[src/dohm_pkg.sv]
// Shared constants, beat types and a helper function for the divider ohmmeter.
package dohm_pkg;

	localparam int ADC_BITS    = 10;
	localparam int DIGIT_COUNT = 4;

	localparam int SAMPLE_W = 10;
	localparam int REF_W    = 16;
	localparam int OFS_W    = 4;
	localparam int RES_W    = 26;
	localparam int POSN_W   = 2;
	localparam int DIGIT_W  = 4;
	localparam int APB_AW   = 3;
	localparam int APB_DW   = 32;

	// Offset sample, product and quotient widths.
	localparam int A_W    = ADC_BITS + 1;
	localparam int PROD_W = REF_W + ADC_BITS;

	// Eight BCD digits cover every value below 2^26.
	localparam int BCD_DIGITS = 8;
	localparam int BCD_W      = BCD_DIGITS * DIGIT_W;

	localparam int CNT_W = (DIGIT_COUNT > 1) ? $clog2(DIGIT_COUNT) : 1;

	localparam logic [A_W-1:0] FULL_SCALE = A_W'((64'd1 << ADC_BITS) - 64'd1);
	localparam logic [63:0]    RES_MAX    = (64'd1 << RES_W) - 64'd1;

	localparam logic [REF_W-1:0] REF_RES_RESET = REF_W'(5100);
	localparam logic [OFS_W-1:0] CAL_OFS_RESET = OFS_W'(1);

	typedef enum logic {
		REG_REF_RES = 1'b0,
		REG_CAL_OFS = 1'b1
	} reg_idx_t;

	function automatic logic [63:0] ten_pow(input int n);
		logic [63:0] p;
		p = 64'd1;
		for (int i = 0; i < n; i++) begin
			p = p * 64'd10;
		end
		return p;
	endfunction

	localparam logic [63:0] DIGIT_LIMIT = ten_pow(DIGIT_COUNT) - 64'd1;

	// One beat travelling through the divider cells.
	typedef struct packed {
		logic                valid;
		logic                sat;
		logic [ADC_BITS-1:0] divisor;
		logic [ADC_BITS-1:0] rem;
		logic [PROD_W-1:0]   word;
	} div_beat_t;

	// One beat travelling through the binary to BCD cells.
	typedef struct packed {
		logic             valid;
		logic             sat;
		logic             over;
		logic [RES_W-1:0] res;
		logic [RES_W-1:0] bin;
		logic [BCD_W-1:0] bcd;
	} bcd_beat_t;

endpackage

[src/dohm_div_cell.sv]
// One restoring division cell: produces one quotient bit per beat.
module dohm_div_cell (
	input  logic               clk,
	input  logic               arst_n,
	input  dohm_pkg::div_beat_t in_beat,
	output dohm_pkg::div_beat_t out_beat
);
	import dohm_pkg::*;

	logic [ADC_BITS:0]   shifted;
	logic [ADC_BITS+1:0] diff;
	logic                fits;
	div_beat_t           nxt;

	always_comb begin
		shifted     = {in_beat.rem, in_beat.word[PROD_W-1]};
		diff        = {1'b0, shifted} - {2'b00, in_beat.divisor};
		fits        = !diff[ADC_BITS+1];
		nxt         = in_beat;
		nxt.rem     = fits ? diff[ADC_BITS-1:0] : shifted[ADC_BITS-1:0];
		nxt.word    = {in_beat.word[PROD_W-2:0], fits};
	end

	always_ff @(posedge clk or negedge arst_n) begin
		if (!arst_n) begin
			out_beat <= '0;
		end else begin
			out_beat <= nxt;
		end
	end

endmodule

[src/dohm_bcd_cell.sv]
// One shift-and-add-three cell: moves one binary bit into the BCD digits.
module dohm_bcd_cell (
	input  logic               clk,
	input  logic               arst_n,
	input  dohm_pkg::bcd_beat_t in_beat,
	output dohm_pkg::bcd_beat_t out_beat
);
	import dohm_pkg::*;

	logic [BCD_W-1:0] adj;
	bcd_beat_t        nxt;

	always_comb begin
		adj = in_beat.bcd;
		for (int d = 0; d < BCD_DIGITS; d++) begin
			if (in_beat.bcd[DIGIT_W*d +: DIGIT_W] >= 4'd5) begin
				adj[DIGIT_W*d +: DIGIT_W] = in_beat.bcd[DIGIT_W*d +: DIGIT_W] + 4'd3;
			end
		end
		nxt     = in_beat;
		nxt.bcd = {adj[BCD_W-2:0], in_beat.bin[RES_W-1]};
		nxt.bin = {in_beat.bin[RES_W-2:0], 1'b0};
	end

	always_ff @(posedge clk or negedge arst_n) begin
		if (!arst_n) begin
			out_beat <= '0;
		end else begin
			out_beat <= nxt;
		end
	end

endmodule

[src/divider_ohmmeter_bcd_display.sv]
// Top level of the divider ohmmeter: sample intake, divider and BCD cell rows, digit output.
//
// Usage. A sample is taken on adc_sample at a rising edge where start is high and busy is
// low. The block adds calibration_offset and computes reference_resistor * a / (full_scale - a),
// pins a sample at or past full scale to over range and all nines, then sends one result
// beat per display digit, ones digit first, on consecutive cycles. Each beat is marked by valid
// for exactly one cycle and carries the digit, its position, the shared resistance and
// over_range flags; last is set on the most significant digit.
// Path: from the accepting edge a sample passes two intake stages, one divider cell per
// quotient bit, one clamp stage, one BCD cell per result bit and the output load; the
// remaining digits follow on the next cycles.
// Pacing is set by the digit output register, which sends one beat a cycle; busy stays
// high after an accept until the gap counter runs out, so a new sample can enter while
// earlier ones are still in the cell rows, which move a beat every cycle.
// The receiver cannot stall, so results are never held back.
// Reset (arst_n low) clears all valid flags and returns the two APB registers to 5100 ohms
// and an offset of one LSB. Registers are written over APB at byte addresses 0 and 4.
module divider_ohmmeter_bcd_display (
	input  logic                          clk,
	input  logic                          arst_n,
	// APB configuration port.
	input  logic                          psel,
	input  logic                          penable,
	input  logic                          pwrite,
	input  logic [dohm_pkg::APB_AW-1:0]   paddr,
	input  logic [dohm_pkg::APB_DW-1:0]   pwdata,
	output logic [dohm_pkg::APB_DW-1:0]   prdata,
	output logic                          pready,
	// Command channel.
	input  logic                          start,
	output logic                          busy,
	input  logic [dohm_pkg::SAMPLE_W-1:0] adc_sample,
	// Result channel.
	output logic                          valid,
	output logic [dohm_pkg::POSN_W-1:0]   digit_position,
	output logic [dohm_pkg::DIGIT_W-1:0]  bcd_digit,
	output logic [dohm_pkg::RES_W-1:0]    resistance,
	output logic                          over_range,
	output logic                          last
);
	import dohm_pkg::*;

	// Configuration registers.
	logic [REF_W-1:0] reference_resistor_q;
	logic [OFS_W-1:0] calibration_offset_q;
	logic             cfg_write;

	// Intake.
	logic [CNT_W-1:0]    gap_q;
	logic                accept;
	logic [A_W-1:0]      a_sum;
	logic                valid_s1;
	logic                sat_s1;
	logic [A_W-1:0]      a_s1;
	logic [ADC_BITS-1:0] mult_op;
	div_beat_t           div_s2;

	// Cell rows.
	div_beat_t div_chain [0:PROD_W];
	bcd_beat_t bcd_chain [0:RES_W];

	// Clamp stage.
	logic [PROD_W-1:0] quot;
	logic [RES_W-1:0]  res_clamped;
	bcd_beat_t         bcd_s3;

	// Digit output register.
	logic             active_q;
	logic [CNT_W-1:0] pos_q;
	logic [BCD_W-1:0] digits_q;
	logic [RES_W-1:0] res_q;
	logic             over_q;
	logic             sat_q;
	logic             pos_is_last;

	// ------------------------------------------------------------------
	// APB registers. Only address bit 2 selects the register; the port is
	// always ready, so a write lands at the end of its access cycle.
	// ------------------------------------------------------------------
	assign pready    = 1'b1;
	assign cfg_write = psel && penable && pwrite && pready;

	always_ff @(posedge clk or negedge arst_n) begin
		if (!arst_n) begin
			reference_resistor_q <= REF_RES_RESET;
			calibration_offset_q <= CAL_OFS_RESET;
		end else if (cfg_write) begin
			case (reg_idx_t'(paddr[2]))
				REG_REF_RES: reference_resistor_q <= pwdata[REF_W-1:0];
				REG_CAL_OFS: calibration_offset_q <= pwdata[OFS_W-1:0];
				default: ;
			endcase
		end
	end

	always_comb begin
		case (reg_idx_t'(paddr[2]))
			REG_REF_RES: prdata = APB_DW'(reference_resistor_q);
			REG_CAL_OFS: prdata = APB_DW'(calibration_offset_q);
			default:     prdata = '0;
		endcase
	end

	// ------------------------------------------------------------------
	// Intake pacing. After each accept, busy holds off the next sample until
	// the gap counter reaches zero, so that the digit beats of two samples
	// never overlap at the output.
	// ------------------------------------------------------------------
	assign busy   = (gap_q != '0);
	assign accept = start && !busy;

	always_ff @(posedge clk or negedge arst_n) begin
		if (!arst_n) begin
			gap_q <= '0;
		end else if (accept) begin
			gap_q <= CNT_W'(DIGIT_COUNT - 1);
		end else if (gap_q != '0) begin
			gap_q <= gap_q - 1'b1;
		end
	end

	// Stage 1: add the calibration offset and flag samples at or past full scale.
	assign a_sum = A_W'(ADC_BITS'(adc_sample)) + A_W'(calibration_offset_q);

	always_ff @(posedge clk or negedge arst_n) begin
		if (!arst_n) begin
			valid_s1 <= 1'b0;
		end else begin
			valid_s1 <= accept;
		end
	end

	always_ff @(posedge clk) begin
		a_s1   <= a_sum;
		sat_s1 <= (a_sum >= FULL_SCALE);
	end

	// Stage 2: form the dividend. A saturated sample multiplies by
	// full_scale - 1 and divides by one, so the divider row passes the
	// product through unchanged.
	assign mult_op = sat_s1 ? ADC_BITS'(FULL_SCALE - 1'b1) : a_s1[ADC_BITS-1:0];

	always_ff @(posedge clk or negedge arst_n) begin
		if (!arst_n) begin
			div_s2 <= '0;
		end else begin
			div_s2.valid   <= valid_s1;
			div_s2.sat     <= sat_s1;
			div_s2.divisor <= sat_s1 ? ADC_BITS'(1) : ADC_BITS'(FULL_SCALE - a_s1);
			div_s2.rem     <= '0;
			div_s2.word    <= PROD_W'(reference_resistor_q) * PROD_W'(mult_op);
		end
	end

	// ------------------------------------------------------------------
	// Divider row: one cell per quotient bit, most significant bit first.
	// Dividend bits leave the top of the word as quotient bits enter below.
	// ------------------------------------------------------------------
	assign div_chain[0] = div_s2;

	for (genvar i = 0; i < PROD_W; i++) begin : g_div
		dohm_div_cell u_cell (
			.clk      (clk),
			.arst_n   (arst_n),
			.in_beat  (div_chain[i]),
			.out_beat (div_chain[i+1])
		);
	end

	// Stage 3: clamp the quotient to the result width and decide over_range.
	assign quot        = div_chain[PROD_W].word;
	assign res_clamped = (quot > PROD_W'(RES_MAX)) ? RES_W'(RES_MAX) : quot[RES_W-1:0];

	always_ff @(posedge clk or negedge arst_n) begin
		if (!arst_n) begin
			bcd_s3 <= '0;
		end else begin
			bcd_s3.valid <= div_chain[PROD_W].valid;
			bcd_s3.sat   <= div_chain[PROD_W].sat;
			bcd_s3.over  <= div_chain[PROD_W].sat || (64'(res_clamped) > DIGIT_LIMIT);
			bcd_s3.res   <= res_clamped;
			bcd_s3.bin   <= res_clamped;
			bcd_s3.bcd   <= '0;
		end
	end

	// ------------------------------------------------------------------
	// Binary to BCD row: one shift-and-add-three cell per result bit.
	// ------------------------------------------------------------------
	assign bcd_chain[0] = bcd_s3;

	for (genvar j = 0; j < RES_W; j++) begin : g_bcd
		dohm_bcd_cell u_cell (
			.clk      (clk),
			.arst_n   (arst_n),
			.in_beat  (bcd_chain[j]),
			.out_beat (bcd_chain[j+1])
		);
	end

	// ------------------------------------------------------------------
	// Digit output register. A finished sample loads here and is shifted
	// out one digit per cycle, ones first. The intake pacing spaces samples so
	// that a load only ever meets the last beat of the previous sample; the
	// load wins.
	// ------------------------------------------------------------------
	assign pos_is_last = (pos_q == CNT_W'(DIGIT_COUNT - 1));

	always_ff @(posedge clk or negedge arst_n) begin
		if (!arst_n) begin
			active_q <= 1'b0;
			pos_q    <= '0;
		end else if (bcd_chain[RES_W].valid) begin
			active_q <= 1'b1;
			pos_q    <= '0;
		end else if (active_q) begin
			active_q <= !pos_is_last;
			pos_q    <= pos_is_last ? '0 : pos_q + 1'b1;
		end
	end

	always_ff @(posedge clk) begin
		if (bcd_chain[RES_W].valid) begin
			digits_q <= bcd_chain[RES_W].bcd;
			res_q    <= bcd_chain[RES_W].res;
			over_q   <= bcd_chain[RES_W].over;
			sat_q    <= bcd_chain[RES_W].sat;
		end else if (active_q) begin
			digits_q <= {DIGIT_W'(0), digits_q[BCD_W-1:DIGIT_W]};
		end
	end

	assign valid          = active_q;
	assign digit_position = POSN_W'(pos_q);
	assign bcd_digit      = sat_q ? DIGIT_W'(9) : digits_q[DIGIT_W-1:0];
	assign resistance     = res_q;
	assign over_range     = over_q;
	assign last           = active_q && pos_is_last;

`ifndef SYNTHESIS
	// The digits of one sample leave on consecutive cycles.
	a_digits_contiguous: assert property (@(posedge clk) disable iff (!arst_n)
		valid && !last |=> valid)
		else $error("digit beats of one sample were interrupted");

	// Positions count up by one within a sample.
	a_position_steps: assert property (@(posedge clk) disable iff (!arst_n)
		valid && !last |=> digit_position == $past(digit_position) + 2'd1)
		else $error("digit position did not advance by one");

	// A finished sample never lands in the middle of another one's digits.
	a_no_overlap: assert property (@(posedge clk) disable iff (!arst_n)
		bcd_chain[RES_W].valid |-> (!valid || last))
		else $error("new sample overwrote digits still being sent");

	// Without over_range the value fits the display.
	a_fits_display: assert property (@(posedge clk) disable iff (!arst_n)
		valid && !over_range |-> 64'(resistance) <= DIGIT_LIMIT)
		else $error("over_range clear on a value too wide for the display");
`endif

endmodule

[config.mk]
export PLATFORM = sky130hd
export DESIGN_NAME = divider_ohmmeter_bcd_display
export DESIGN_NICKNAME = d
export VERILOG_FILES = /design/src/dohm_pkg.sv /design/src/dohm_div_cell.sv /design/src/dohm_bcd_cell.sv /design/src/divider_ohmmeter_bcd_display.sv
export SDC_FILE = /design/constraint.sdc
export NUM_CORES = 2
export LEC_CHECK = 0
export BUFFER_PORTS_ARGS = -buffer_cell sky130_fd_sc_hd__buf_2
export CAP_MARGIN = 20
export CORE_MARGIN = 2
export CORE_UTILIZATION = 65
export CTS_CLUSTER_SIZE = 14
export DETAILED_ROUTE_END_ITERATION = 6
export PLACE_DENSITY_LB_ADDON = 0.15
export SLEW_MARGIN = 20
export SYNTH_ARGS = -nofsm -noshare
export SYNTH_HDL_FRONTEND = slang
export SYNTH_SLANG_ARGS = --single-unit
[constraint.sdc]
create_clock -name clk -period 17.55 [get_ports clk]
set_input_delay 3.51 -clock clk [delete_from_list [all_inputs] [get_ports clk]]
set_output_delay 3.51 -clock clk [all_outputs]
set_load 0.005 [all_outputs]
Word-level counts from Yosys, hierarchy flattened
Index checks and enable logic that the tools add are counted.

Eq/ne operators: 1. $add $sub $neg: 202. Bitwise gates (word level): 1. Reduce and logical (&&, ||, !) cells: 38. Multiplexer cells: 211. Multipliers: 1. Order comparisons: 175.

Operators by type and width (count): $ge A4 B3 Y1 const B (164); $mux W4 (155); $add A4 B2 Y4 const B (147); $sub A11 B10 Y12 (25); $mux W10 (27); $mux W32 (2); $pmux W32 S2 (1); $mux W3 (18); $add A3 B2 Y3 const B (17); $logic_not A1 Y1 (28); $gt A26 B14 Y1 const B (1); $gt A26 B26 Y1 const B (1); $mul A16 B10 Y26 (1); $mux W26 (1); $add A1 B2 Y3 const B (8); $ge A1 B3 Y1 const B (8); $add A10 B4 Y11 (1); $ge A11 B10 Y1 const B (1); $sub A1 B10 Y11 (1); $mux W2 (5); $sub A10 B10 Y10 const A (1); $reduce_bool A2 Y1 (3); $logic_and A1 B1 Y1 (4); $reduce_and A2 Y1 (2); 6 further kinds (7).

Flip-flop bits (word level): 3167. Output and inout port bits: 69. Input bits: 51. Word-level logic and storage cells: 932.

Longest topological paths before layout
Depth in word-level cells: 4. Gate-level depth with buffers: 22. Gate-level depth less buffers: 19.

Modules after synthesis
A second synthesis with hierarchy kept.

Cells, all modules: 9856. Area total of the unflattened synthesis: 136063.0 µm².

Modules (own cells, without submodules): dohm_bcd_cell (cells each 212, times used 26, sequential area each 2152.1 µm², area each 2954.1 µm²); dohm_div_cell (cells each 129, times used 26, sequential area each 1201.2 µm², area each 1849.3 µm²); divider_ohmmeter_bcd_display (cells each 990, times used 1, sequential area each 4360.4 µm², area each 11175.7 µm²).

Worst setup path before layout
No wires, ideal clock.

Path type: in2out. From: in paddr[2] in the netlist's numbering. To: out prdata[10] in the netlist's numbering. Setup slack: 9896 ps. Stages on the path: 3. Arrival time: 4144 ps. Required time: 14040 ps. Path buffers: 2. Path through: clkbuf_1 -> clkbuf_1 -> nor2b_1.

Word-level cells in the longest chain between the ends: 2.

Ends and longest elaborated chain: from (decl) (line divider_ohmmeter_bcd_display.sv:25) `input logic [dohm_pkg::APB_AW-1:0] paddr,`; $not A1 Y1 (line divider_ohmmeter_bcd_display.sv:97) `case (reg_idx_t'(paddr[2]))`; $pmux W32 S2 * (line divider_ohmmeter_bcd_display.sv:97); to (decl) (line divider_ohmmeter_bcd_display.sv:27) `output logic [dohm_pkg::APB_DW-1:0] prdata,`.

Every way passes the cells marked *; elsewhere a longest branch is shown, timed or not. The select of a mux whose other input is x is not followed.

Worst setup path after layout
From: in paddr[2] in the netlist's numbering. To: out prdata[1] in the netlist's numbering.

The elaborated chain is that of the path after synthesis.

==> flow_summary.yaml <==
layout:
  layout.cells.most_common_list: "dfrtp_1, inv_1, nand2_1"
  finalNonFillerCells: 9125
  final_nets: 7733
  final_common_cell: "dfrtp_1"
  drive_gt1_share_pct: 10.61
  areaGrowthSynthToFinish_pct: 11.58
sta:
  final-setup-viol-count: 0
  worst_slew_pin_slew_ns: 0.9997
  setup-tns-final_ns: 0
  final_hold_viol_count: 0
  timing_max_transition_violations_final: 0
  relSlewSlack_pct: 33.35
  share_of_the_cycle_needed_by_the_critical_path_after_routing_pct: 44.58
  post_layout_min_period_ns: 7.825
  fin_worst_skew_ns: 0.08377
  rsz0062_at_grt: "no"
  clock.fmax_mhz: 127.8
yosys:
  synth.ff_latch_count: 2565
  synth-main-ff-cell: "dfrtp_1"
  synth.yosys.warnings: 0
  synth_edf_count: 60
  postSynth.asyncResetShare_pct: 97.23
  synth_cell_types: 68
  postSynthCellCount: 6759
  post_synth.cell_area_avg_um2: 13.93
  syn-cell-area_mm2: 0.09419
  sequential_share_of_the_synthesized_area_pct: 68.42
cts:
  cts_num_sinks: 2565
  clk_pin_slew_ns: 0.06
  cts_buffers: 235
  clk_path_buf_depth: 3
  ctsHoldBuffers: 0
  htreeDepth: 4
  cts_post_setup_buffers_inserted: 0
  tritoncts_clock_tree: "yes"
  cts_root_buffer: "clkbuf_16"
  cts_resized: 0
  clk_latency_ns: 0.88
detailed_routing:
  wl_um: 157000
  dr_vias: 48498
  drt_pass1_iterations: 7
  avgRoutedWirePerCell_um: 17.21
  antenna_left: 0
  drc: 10
  avgViaCountPerCell: 5.315
  drtIter0Drc: 2688
grt:
  grt.overflow.total: 0
  combined_global_route_utilization_of_all_metal_layers_pct: 22.46
  grt_first_pass_wirelength_um: 267400
  antenna_found_initial: 1
  vias_in_the_first_global_route: 54043
  grt_max_degree: 201
placed_design:
  dp_hpwl_um: 91290
  placed_cells_incl_taps: 8688
  gpl.final_weighted_congestion: 0.8504
  buffer_ports.inserted: 84
power_and_ir_drop:
  p_leak_nw: 49.34
  power_density_mw_per_mm2: 215.7
  vdd_ir_drop_max_v: 0.0001836
critical_path:
  worstReg2RegEnd: "div_chain[1265]"
  cp-end-kind: "output port"
  timing.setup.critical_path_class: "input port to output port"
  worstPathRequired_ns: 14.04
  setup.reg_to_reg.worst_slack_ns: 11.55
  r2r_start: "sat_s1"
  critical_path_arrival_ns: 4.31
  cp_max_fo: 18
  cp-start-kind: "input port"
  rr_worst_depth: 17
floorplan:
  count_of_pins_on_the_block_boundary: 120
  dieHeight_um: 384.7
  die_area_mm2: 0.1480
  fp.coreArea_mm2: 0.1437
  row_count: 139
  initial_core_util_pct: 65.56
  die_w_um: 384.7
flow_run:
  max_cap_viol_count: 0
worst_hold_path:
  min_delay_path_depth: 0
  hp-class: "register to register"
  origin_of_the_worst_min_delay_path: "g_bcd[23].u_cell.out_beat[67]"
  whs_endpoint: "g_bcd[24].u_cell.out_beat[67]"
status:
  violations: "DRC"
  outcome: "complete, but fails checks"
## how the worst max path moves through the flow
stage	slack (ns)	end	cells past startpoint	startpoint
final	9.73	prdata[1]	3	paddr[2]
after global routing	9.68	prdata[1]	3	paddr[2]
after CTS	9.72	prdata[1]	3	paddr[2]
after detailed placement	9.72	prdata[1]	3	paddr[2]
after global placement	9.75	prdata[0]	3	paddr[2]
after floorplan	9.90	prdata[10]	3	paddr[2]
## synth_stat cells (63+ instances only)
cell type	instances	area [µm²]
xnor2_1	192	1682
mux2_2	174	1959
nand2_1	541	2031
clkbuf_1	69	259.0
o21ai_0	291	1456
xor2_1	97	849.6
ha_1	522	6531
fa_1	135	2703
dfrtp_1	2485	62180
a21oi_1	252	1261
mux2i_1	112	1121
inv_1	625	2346
nor3_1	63	315.3
and2_1	93	581.8
nand2b_1	220	1376
nor2_1	276	1036
nor2b_1	88	550.5
a21o_1	65	488.0
## stage by stage
step / area [µm²] / util, % / hold slack, ns / worst slack, ns / power, mW
after detailed placement: 96830 / 67.40 / 0.3347 / 9.723 / 17.18
after CTS: 105000 / 73.10 / 0.2978 / 9.721 / 22.87
after global placement: 96830 / 67.40 / 0.3311 / 9.752 / 16.67
final: 105100 / 73.16 / 0.3015 / 9.725 / 22.67
after floorplan: 94260 / - / 0.3312 / 9.896 / 15.28
after global routing: 105100 / 73.16 / 0.2933 / 9.680 / 24.39
## state kept, by name, summed over array words and instances (netlist names)
register	count
bcd_chain	29
resistance	26
sat_q	1
sat_s1	1
gap_q	2
valid	1
div_chain	38
g_div.u_cell.out_beat	1228
g_bcd.u_cell.out_beat	1173
calibration_offset_q	4
digits_q	32
reference_resistor_q	16
digit_position	2
a_s1	10
valid_s1	1
over_range	1
## cell families after synthesis
logic type	count (synthesis)	share of synthesized area, %
compound gates	817	5.290
xor+xnor	289	2.687
flops	2565	68.42
fa+ha+maj	657	9.804
mux	314	3.717
other cells	2	0.007974
buf+inv	725	3.041
simple gates	1390	7.033
## worst max-delay path, cell delays in order
cell and delay [ns]:
buf_2 0.29, mux2_2 0.39, buf_2 0.13
## report_power, final
part           leakage [nW]  switching [mW]  internal, mW
combinational          16.2            4.55          3.77
clock                  3.98            2.23          3.02
sequential             29.1            1.05          8.05
## metal layers
layer | global-route usage, % | up-vias | share of wire (%)
met2 | 42.00 | 780 | 56
met5 | 0 | - | 0
met3 | 3.488 | 390 | 2.9
met1 | 26.06 | 24844 | 38
li1 | - | 22484 | -
met4 | 8.138 | 0 | 3.4
## final cells by class
class / instances / area (µm²)
clock buffers: 356 / 6927
clock inverters: 77 / 1249
fillers: 8557 / 38560
inverters: 625 / 2346
multi-input cells: 3488 / 26950
flip-flops and latches: 2565 / 64440
well taps: 1903 / 2381
diodes: 1 / 2.502
repair buffers: 110 / 798.3
Power figures use the tool's default switching activity.
